--- config.mk ---
export PLATFORM = sky130hd
export DESIGN_NAME = string_literal_unescaper
export DESIGN_NICKNAME = d
export VERILOG_FILES = /design/src/rtl/sle_pkg.sv /design/src/rtl/sle_decode.sv /design/src/rtl/sle_out_fifo.sv /design/src/rtl/string_literal_unescaper.sv
export SDC_FILE = /design/constraint.sdc
export NUM_CORES = 1
export LEC_CHECK = 0
export BUFFER_PORTS_ARGS = -buffer_cell sky130_fd_sc_hd__buf_2
export CORE_AREA = 2 2 96 98
export CTS_BUF_LIST = sky130_fd_sc_hd__clkbuf_4 sky130_fd_sc_hd__clkbuf_8 sky130_fd_sc_hd__clkbuf_16
export CTS_CLUSTER_SIZE = 20
export DETAILED_ROUTE_END_ITERATION = 8
export DIE_AREA = 0 0 98 100
export PLACE_DENSITY = 0.84
export SLEW_MARGIN = 20
export SYNTH_ARGS = -nofsm -noshare
export SYNTH_HDL_FRONTEND = slang
export SYNTH_HIERARCHICAL = 1
export SYNTH_SLANG_ARGS = --single-unit
--- constraint.sdc ---
create_clock -name clk -period 3.5 [get_ports clk]
set_input_delay 1.05 -clock clk [delete_from_list [all_inputs] [get_ports clk]]
set_output_delay 1.05 -clock clk [all_outputs]
set_load 0.03 [all_outputs]
--- src/rtl/sle_pkg.sv ---
package sle_pkg;

  // Decoder modes.
  typedef enum logic [1:0] {
    MODE_NORMAL = 2'd0,
    MODE_ESC    = 2'd1,
    MODE_ZERO   = 2'd2,
    MODE_HEX    = 2'd3
  } mode_t;

  localparam logic [7:0] CH_BSLASH = 8'h5C;
  localparam logic [7:0] CH_ZERO   = 8'h30;
  localparam logic [7:0] CH_X      = 8'h78;
  localparam logic [7:0] CH_SPACE  = 8'h20;
  localparam logic [7:0] CH_NUL    = 8'h00;

  // Result queue geometry; the depth must stay a power of two.
  localparam int unsigned FIFO_DEPTH = 4;
  localparam int unsigned PTR_W      = $clog2(FIFO_DEPTH);
  localparam int unsigned CNT_W      = $clog2(FIFO_DEPTH + 1);

  typedef struct packed {
    logic [7:0] ch;
    logic       valid;
    logic       bad;
    logic       fin;
  } res_t;

  // Up to two results produced by one input byte.
  typedef struct packed {
    logic [1:0] num;
    res_t       r0;
    res_t       r1;
  } dec_out_t;

  // Returns the decoded value of a simple escape, zero when the letter is none.
  function automatic logic [7:0] simple_escape(input logic [7:0] c);
    logic [7:0] r;
    case (c)
      8'h27:   r = 8'h27;
      8'h22:   r = 8'h22;
      8'h5C:   r = 8'h5C;
      8'h61:   r = 8'd7;
      8'h62:   r = 8'd8;
      8'h65:   r = 8'd27;
      8'h66:   r = 8'd12;
      8'h6E:   r = 8'd10;
      8'h72:   r = 8'd13;
      8'h74:   r = 8'd9;
      8'h76:   r = 8'd11;
      default: r = 8'd0;
    endcase
    return r;
  endfunction

  // Returns {is_digit, value} for one hex digit.
  function automatic logic [4:0] hex_digit(input logic [7:0] c);
    logic [4:0] r;
    case (c) inside
      [8'h30:8'h39]: r = {1'b1, 4'(c - 8'h30)};
      [8'h61:8'h66]: r = {1'b1, 4'(c - 8'h57)};
      [8'h41:8'h46]: r = {1'b1, 4'(c - 8'h37)};
      default:       r = 5'd0;
    endcase
    return r;
  endfunction

  function automatic res_t mk_char(input logic [7:0] ch, input logic bad);
    res_t r;
    r.ch    = ch;
    r.valid = 1'b1;
    r.bad   = bad;
    r.fin   = 1'b0;
    return r;
  endfunction

  function automatic res_t mk_end();
    res_t r;
    r.ch    = CH_NUL;
    r.valid = 1'b0;
    r.bad   = 1'b0;
    r.fin   = 1'b1;
    return r;
  endfunction

endpackage

--- src/rtl/sle_decode.sv ---
module sle_decode
  import sle_pkg::*;
(
  input  mode_t      mode,
  input  logic [7:0] acc,
  input  logic       await_open,
  input  logic [7:0] ch,
  input  logic       last,
  output mode_t      mode_nxt,
  output logic [7:0] acc_nxt,
  output logic       await_nxt,
  output dec_out_t   dec
);

  logic [7:0] esc_val;
  logic [4:0] hex_d;

  assign esc_val = simple_escape(ch);
  assign hex_d   = hex_digit(ch);

  // Next state.
  always_comb begin
    mode_nxt  = mode;
    acc_nxt   = acc;
    await_nxt = await_open;
    if (await_open) begin
      await_nxt = last;
    end else if (last) begin
      mode_nxt  = MODE_NORMAL;
      acc_nxt   = 8'd0;
      await_nxt = 1'b1;
    end else begin
      case (mode)
        MODE_NORMAL: begin
          if (ch == CH_BSLASH) mode_nxt = MODE_ESC;
        end
        MODE_ESC: begin
          if (esc_val == 8'd0 && ch == CH_ZERO) mode_nxt = MODE_ZERO;
          else mode_nxt = MODE_NORMAL;
        end
        MODE_ZERO: begin
          if (ch == CH_X) begin
            acc_nxt  = 8'd0;
            mode_nxt = MODE_HEX;
          end else begin
            mode_nxt = (ch == CH_BSLASH) ? MODE_ESC : MODE_NORMAL;
          end
        end
        MODE_HEX: begin
          if (hex_d[4]) begin
            acc_nxt = {acc[3:0], hex_d[3:0]};
          end else begin
            acc_nxt  = 8'd0;
            mode_nxt = (ch == CH_BSLASH) ? MODE_ESC : MODE_NORMAL;
          end
        end
        default: mode_nxt = MODE_NORMAL;
      endcase
    end
  end

  // Results.
  always_comb begin
    dec.num = 2'd0;
    dec.r0  = mk_end();
    dec.r1  = mk_end();
    if (await_open) begin
      if (last) dec.num = 2'd1;
    end else if (last) begin
      case (mode)
        MODE_ESC, MODE_ZERO: begin
          dec.num = 2'd2;
          dec.r0  = mk_char(CH_SPACE, 1'b1);
        end
        MODE_HEX: begin
          dec.num = 2'd2;
          dec.r0  = mk_char(acc, 1'b0);
        end
        default: dec.num = 2'd1;
      endcase
    end else begin
      case (mode)
        MODE_NORMAL: begin
          if (ch != CH_BSLASH) begin
            dec.num = 2'd1;
            dec.r0  = mk_char(ch, 1'b0);
          end
        end
        MODE_ESC: begin
          if (esc_val != 8'd0) begin
            dec.num = 2'd1;
            dec.r0  = mk_char(esc_val, 1'b0);
          end else if (ch != CH_ZERO) begin
            dec.num = 2'd1;
            dec.r0  = mk_char(CH_SPACE, 1'b1);
          end
        end
        MODE_ZERO: begin
          if (ch != CH_X) begin
            dec.r0  = mk_char(CH_SPACE, 1'b1);
            dec.r1  = mk_char(ch, 1'b0);
            dec.num = (ch == CH_BSLASH) ? 2'd1 : 2'd2;
          end
        end
        MODE_HEX: begin
          if (!hex_d[4]) begin
            dec.r0  = mk_char(acc, 1'b0);
            dec.r1  = mk_char(ch, 1'b0);
            dec.num = (ch == CH_BSLASH) ? 2'd1 : 2'd2;
          end
        end
        default: dec.num = 2'd0;
      endcase
    end
  end

endmodule

--- src/rtl/sle_out_fifo.sv ---
module sle_out_fifo
  import sle_pkg::*;
(
  input  logic             clk,
  input  logic             rst_n,
  input  logic             wr_en,
  input  dec_out_t         wr,
  input  logic             rd_en,
  output res_t             head,
  output logic [CNT_W-1:0] cnt
);

  res_t             mem [FIFO_DEPTH];
  logic [PTR_W-1:0] wr_ptr_r, wr_ptr_nxt;
  logic [PTR_W-1:0] rd_ptr_r, rd_ptr_nxt;
  logic [CNT_W-1:0] cnt_r, cnt_nxt;
  logic [CNT_W-1:0] n_in;
  logic [PTR_W-1:0] wr_ptr_p1;

  assign n_in      = wr_en ? CNT_W'(wr.num) : '0;
  assign wr_ptr_p1 = wr_ptr_r + PTR_W'(1);

  always_comb begin
    wr_ptr_nxt = wr_ptr_r + PTR_W'(n_in);
    rd_ptr_nxt = rd_ptr_r + (rd_en ? PTR_W'(1) : '0);
    cnt_nxt    = cnt_r + n_in - (rd_en ? CNT_W'(1) : '0);
  end

  always_ff @(posedge clk) begin
    if (!rst_n) begin
      wr_ptr_r <= '0;
      rd_ptr_r <= '0;
      cnt_r    <= '0;
    end else begin
      wr_ptr_r <= wr_ptr_nxt;
      rd_ptr_r <= rd_ptr_nxt;
      cnt_r    <= cnt_nxt;
    end
  end

  always_ff @(posedge clk) begin
    if (wr_en && wr.num != 2'd0) mem[wr_ptr_r] <= wr.r0;
    if (wr_en && wr.num == 2'd2) mem[wr_ptr_p1] <= wr.r1;
  end

  assign head = mem[rd_ptr_r];
  assign cnt  = cnt_r;

endmodule

--- src/rtl/string_literal_unescaper.sv ---
// Channel  Ports                                                   Direction
// in       in_valid, in_stall, in_char_in, in_is_last              request in
// out      out_valid, out_stall, out_char_out, out_char_valid,     request out
//          out_illegal_escape, out_string_end
//
// A byte request is taken into an input register and decoded from there. Its zero, one
// or two results are written into a four-entry result queue at the next edge that finds
// at most two entries queued.
// One byte per cycle is sustained while the queue drains one result per cycle. Each byte
// that yields two results leaves one more entry queued, and once three are queued the
// next byte holds in_stall for a cycle; out_stall backs the queue up the same way.
// A byte passes through the input register and then the result queue before its first result shows.
// Reset (rst_n low, synchronous) empties the queue, clears the input register
// and returns the decoder to waiting for an opening quote.
// in_stall depends only on registered state, never on out_stall in the same cycle.
module string_literal_unescaper
  import sle_pkg::*;
(
  input  logic       clk,
  input  logic       rst_n,
  input  logic       in_valid,
  output logic       in_stall,
  input  logic [7:0] in_char_in,
  input  logic       in_is_last,
  output logic       out_valid,
  input  logic       out_stall,
  output logic [7:0] out_char_out,
  output logic       out_char_valid,
  output logic       out_illegal_escape,
  output logic       out_string_end
);

  // Input register: holds one accepted byte until the queue has room for two results.
  logic       in_vld_r, in_vld_nxt;
  logic [7:0] in_char_r;
  logic       in_last_r;

  // Decoder state.
  mode_t      mode_r, mode_nxt;
  logic [7:0] acc_r, acc_nxt;
  logic       await_r, await_nxt;

  dec_out_t         dec;
  res_t             head;
  logic [CNT_W-1:0] q_cnt;
  logic             room;
  logic             consume;
  logic             accept_in;
  logic             pop;

  // The worst case byte adds two results, so the queue must have two free slots.
  assign room      = q_cnt <= CNT_W'(FIFO_DEPTH - 2);
  assign consume   = in_vld_r && room;
  assign in_stall  = in_vld_r && !room;
  assign accept_in = in_valid && !in_stall;
  assign out_valid = q_cnt != '0;
  assign pop       = out_valid && !out_stall;

  assign in_vld_nxt = accept_in ? 1'b1 : (consume ? 1'b0 : in_vld_r);

  always_ff @(posedge clk) begin
    if (!rst_n) begin
      in_vld_r <= 1'b0;
      mode_r   <= MODE_NORMAL;
      acc_r    <= 8'd0;
      await_r  <= 1'b1;
    end else begin
      in_vld_r <= in_vld_nxt;
      if (consume) begin
        mode_r  <= mode_nxt;
        acc_r   <= acc_nxt;
        await_r <= await_nxt;
      end
    end
  end

  // Payload needs no reset.
  always_ff @(posedge clk) begin
    if (accept_in) begin
      in_char_r <= in_char_in;
      in_last_r <= in_is_last;
    end
  end

  sle_decode u_decode (
    .mode       (mode_r),
    .acc        (acc_r),
    .await_open (await_r),
    .ch         (in_char_r),
    .last       (in_last_r),
    .mode_nxt   (mode_nxt),
    .acc_nxt    (acc_nxt),
    .await_nxt  (await_nxt),
    .dec        (dec)
  );

  sle_out_fifo u_fifo (
    .clk   (clk),
    .rst_n (rst_n),
    .wr_en (consume),
    .wr    (dec),
    .rd_en (pop),
    .head  (head),
    .cnt   (q_cnt)
  );

  assign out_char_out       = head.ch;
  assign out_char_valid     = head.valid;
  assign out_illegal_escape = head.bad;
  assign out_string_end     = head.fin;

`ifndef SYNTHESIS
  a_cnt_bound: assert property (@(posedge clk) disable iff (!rst_n)
    q_cnt <= CNT_W'(FIFO_DEPTH))
    else $error("result queue overfilled");

  a_stall_needs_item: assert property (@(posedge clk) disable iff (!rst_n)
    in_stall |-> in_vld_r)
    else $error("stall raised with an empty input register");

  a_empty_stays: assert property (@(posedge clk) disable iff (!rst_n)
    (q_cnt == '0 && !consume) |=> !out_valid)
    else $error("result appeared without a decode");

  a_hex_acc_clear: assert property (@(posedge clk) disable iff (!rst_n)
    (consume && in_last_r) |=> (mode_r == MODE_NORMAL && acc_r == 8'd0 && await_r))
    else $error("closing byte did not restore idle decode state");
`endif

endmodule
==> flow_summary.json <==
{
  "core_area_sq_um": 8890,
  "syn_inst": 413,
  "comb_power_share": 0.279,
  "final_util": 0.579,
  "grt_pass1_vias": 3382,
  "grt_usage": 0.230,
  "drt_pass1_iterations": 5,
  "synth-seq-cells": 72,
  "worstSkewPairLatency_ns": 0.36,
  "grt_overflow_total": 0,
  "die_x_um": 98,
  "slew_headroom": 0.457,
  "setup_slack_ns": 0.217,
  "antenna_found_initial": 0,
  "syn_area_sq_um": 4660,
  "whs_endpoint": "acc_r[6]$_SDFFE_PN0P_",
  "instances_no_fill": 562,
  "clockBufferDepth": 2,
  "die_y_um": 100,
  "cpPeakStageDelay_ns": 0.48,
  "port_buffers": 25,
  "min_from": "acc_r[6]$_SDFFE_PN0P_",
  "place.gp.congestion": 0.959,
  "p_seq_frac": 0.435,
  "arrival_ns": 3.53,
  "ys_warn_count": 6,
  "final_area_sq_um": 5150,
  "drv_slew": 0,
  "worstRegToRegCells": 13,
  "placed_cell_area_sq_um": 4930,
  "crit_required_ns": 3.75,
  "crit_family": "compound AO/OA/AOI/OAI gates",
  "area_growth_pct": 10.5,
  "worst_slew_pin_slew_ns": 0.812,
  "power_frac_clock": 0.286,
  "ys_async_sr_fraction": 0,
  "p_per_area_nw_per_um2": 459,
  "whs_path_depth": 2,
  "r2r-start": "in_char_r[0]$_DFFE_PP_",
  "numClockSinks": 72,
  "critical_path_buf_inv_count": 1,
  "fin_nets": 472,
  "cts_inserted_buffers": 9,
  "initial_core_util": 0.524,
  "rsz0062_at_grt": "false",
  "hold_path.class": "flop to flop",
  "p_leak_nw": 1.91,
  "finalHoldViolCount": 0,
  "p_int_mw": 1.59,
  "setup_viol": 0,
  "wl_per_cell_um": 19.4,
  "first_iter_violations": 345,
  "clk_pin_slew_ns": 0.08,
  "worst-path-max-fanout": 6,
  "layout-drive-gt1-share": 0.304,
  "netSwitchingFraction": 0.327,
  "fin_total_pwr_mw": 2.36,
  "dpl_worst_slack_ns": 0.172,
  "crit_slowest_cell": "edfxtp_1",
  "max-cap-violations": 0,
  "cts_root_buf": "clkbuf_8",
  "grt_max_degree": 31,
  "crit_chain": "ha_1, o311a_2, o31ai_4, a21oi_1, o221ai_1, nand2_1, xnor2_1, ha_1, inv_1, fa_1, xor2_1, xnor2_1, and2_1",
  "synthFlopType": "edfxtp_1",
  "io_pins": 26,
  "vias": 3497,
  "grt_pass1_wl_um": 17500,
  "tns_ns": 0,
  "end_kind": "flop",
  "fp.dieArea_sq_um": 9800,
  "dpl.cell_count": 544,
  "diodes": 0,
  "r2r_slack_ns": 0.22,
  "crit_type": "flop to flop",
  "final.setup_skew_ns": 0.0127,
  "drtAntennaViolNets": 0,
  "hpwl_um": 7650,
  "drt-vias-per-instance": 6.22,
  "post_synth.cell_area_avg_sq_um": 11.3,
  "syn-num-nets": 439,
  "startpoint_type": "flop",
  "cts.htree.levels": 3,
  "fmax_mhz": 305,
  "synth_edf_count": 53,
  "wl_um": 10900,
  "synth_cell_types": 77,
  "cts_tree": "built",
  "period_needed_ns": 3.28,
  "period_share": 0.938,
  "num_rows": 35,
  "r2r-end": "u_fifo/cnt[2]$_SDFF_PN0_",
  "worst_hold_slack_ns": 0.499,
  "seq_area_frac_synth": 0.423,
  "status": "finished, final reports clean",
  "p_sw_mw": 0.771,
  "ir_drop_v": 0.000216,
  "drc_errors": 0
}
registers in the layout, indices dropped and copies added (netlist names), 2 cells and up:
signal           cells
u_fifo/cnt           3
u_fifo/wr_ptr_r      2
mode_r               2
u_fifo/rd_ptr_r      2
acc_r                8
in_char_r            8
u_fifo/mem          44
what timing repair did:
item	4_1_cts	5_1_grt
hold endpoints to repair	0	0
hold buffers	0	0
gates resized for setup	0	1
buffers inserted	0	2
endpoints found under the setup margin	0	1
tightest hold or removal path, cell delays in order, from the launching register on:
cell     delay (ns)
dfxtp_1        0.34
nand2_1        0.06
mux2i_1        0.05
layout by cell type, fill, tap and decap left out, types with 7 or more instances in the layout:
cell      instances
edfxtp_1         53
nand2_1          37
mux2_2           36
buf_2            25
buf_4            23
dfxtp_1          19
nor2_1           19
inv_1            16
a21oi_1          15
mux2i_1          12
o21ai_0          12
ha_1             12
mux4_2           11
and2_1           10
mux2_4           10
clkbuf_8          9
and3_1            9
a22o_1            8
nand3_1           7
power by group through the flow:
| stage | combinational (mW) | sequential, mW | clock, mW |
|---|---|---|---|
| 2_1_floorplan | 0.538 | 1.02 | 0 |
| 3_3_place_gp | 0.643 | 1.04 | 0 |
| 3_5_place_dp | 0.659 | 1.05 | 0 |
| 4_1_cts | 0.661 | 1.03 | 0.684 |
| 5_1_grt | 0.713 | 1.03 | 0.721 |
| 6_report | 0.659 | 1.03 | 0.675 |
cell usage after synthesis, types with 3 or more instances:
library cell | number | share of area
ha_1 | 12 | 0.032
mux2_4 | 10 | 0.032
mux2_2 | 36 | 0.087
nor2_1 | 19 | 0.015
a22o_1 | 8 | 0.015
xnor2_1 | 6 | 0.011
edfxtp_1 | 53 | 0.34
nor2b_1 | 6 | 0.0081
nor3_1 | 5 | 0.0054
o22ai_1 | 3 | 0.0040
clkbuf_1 | 10 | 0.0081
nand2b_1 | 6 | 0.0081
a211oi_1 | 3 | 0.0048
inv_1 | 16 | 0.013
nand2_1 | 37 | 0.030
o211ai_1 | 3 | 0.0048
buf_2 | 9 | 0.0097
o21ai_0 | 12 | 0.013
a21o_1 | 3 | 0.0048
nand3_1 | 7 | 0.0075
nor4_1 | 4 | 0.0054
and2_1 | 10 | 0.013
o21a_1 | 4 | 0.0064
and3_1 | 9 | 0.012
a31oi_1 | 4 | 0.0054
mux4_2 | 11 | 0.053
a21oi_1 | 15 | 0.016
buf_6 | 3 | 0.0073
mux2i_1 | 12 | 0.026
dfxtp_1 | 19 | 0.082
o21ai_1 | 4 | 0.0043
worst max-delay path by stage:
stage | start | endpoint | depth (start not counted)
6_report | in_char_r[0]$_DFFE_PP_ | u_fifo/cnt[2]$_SDFF_PN0_ | 13
5_1_grt | in_char_r[0]$_DFFE_PP_ | u_fifo/cnt[2]$_SDFF_PN0_ | 15
4_1_cts | in_char_r[0]$_DFFE_PP_ | u_fifo/cnt[2]$_SDFF_PN0_ | 13
3_5_place_dp | in_char_r[0]$_DFFE_PP_ | u_fifo/cnt[2]$_SDFF_PN0_ | 13
3_3_place_gp | in_char_r[0]$_DFFE_PP_ | u_fifo/cnt[2]$_SDFF_PN0_ | 13
2_1_floorplan | in_char_r[0]$_DFFE_PP_ | u_fifo/cnt[2]$_SDFF_PN0_ | 13
kinds of logic after synthesis:
logic type / after synthesis / synth area share
other: 1 / 0.000805
XOR/XNOR: 8 / 0.0150
AND/OR/NAND/NOR: 124 / 0.151
multiplexers: 70 / 0.201
buffers and inverters: 43 / 0.0470
flip-flops: 72 / 0.423
AO/OA/AOI/OAI: 82 / 0.126
adder cells (fa/ha/maj): 13 / 0.0365
layer usage:
metal	global-route usage	vias to the layer above	part of all wire
met3	0.0425	32	0.066
met4	0.106	0	0.029
li1	-	1626	-
met1	0.296	1682	0.42
met2	0.379	157	0.48
met5	0	-	0
final cells by class:
cell class / count / area [sq um]
flip-flops and latches: 72 / 1970
multi-input cells: 298 / 2480
clock buffers: 9 / 124
well taps: 111 / 139
repair buffers: 48 / 298
inverters: 17 / 63.8
fillers: 728 / 3740
clock inverters: 7 / 71.3
No activity file was read; power rests on OpenSTA's default activity.
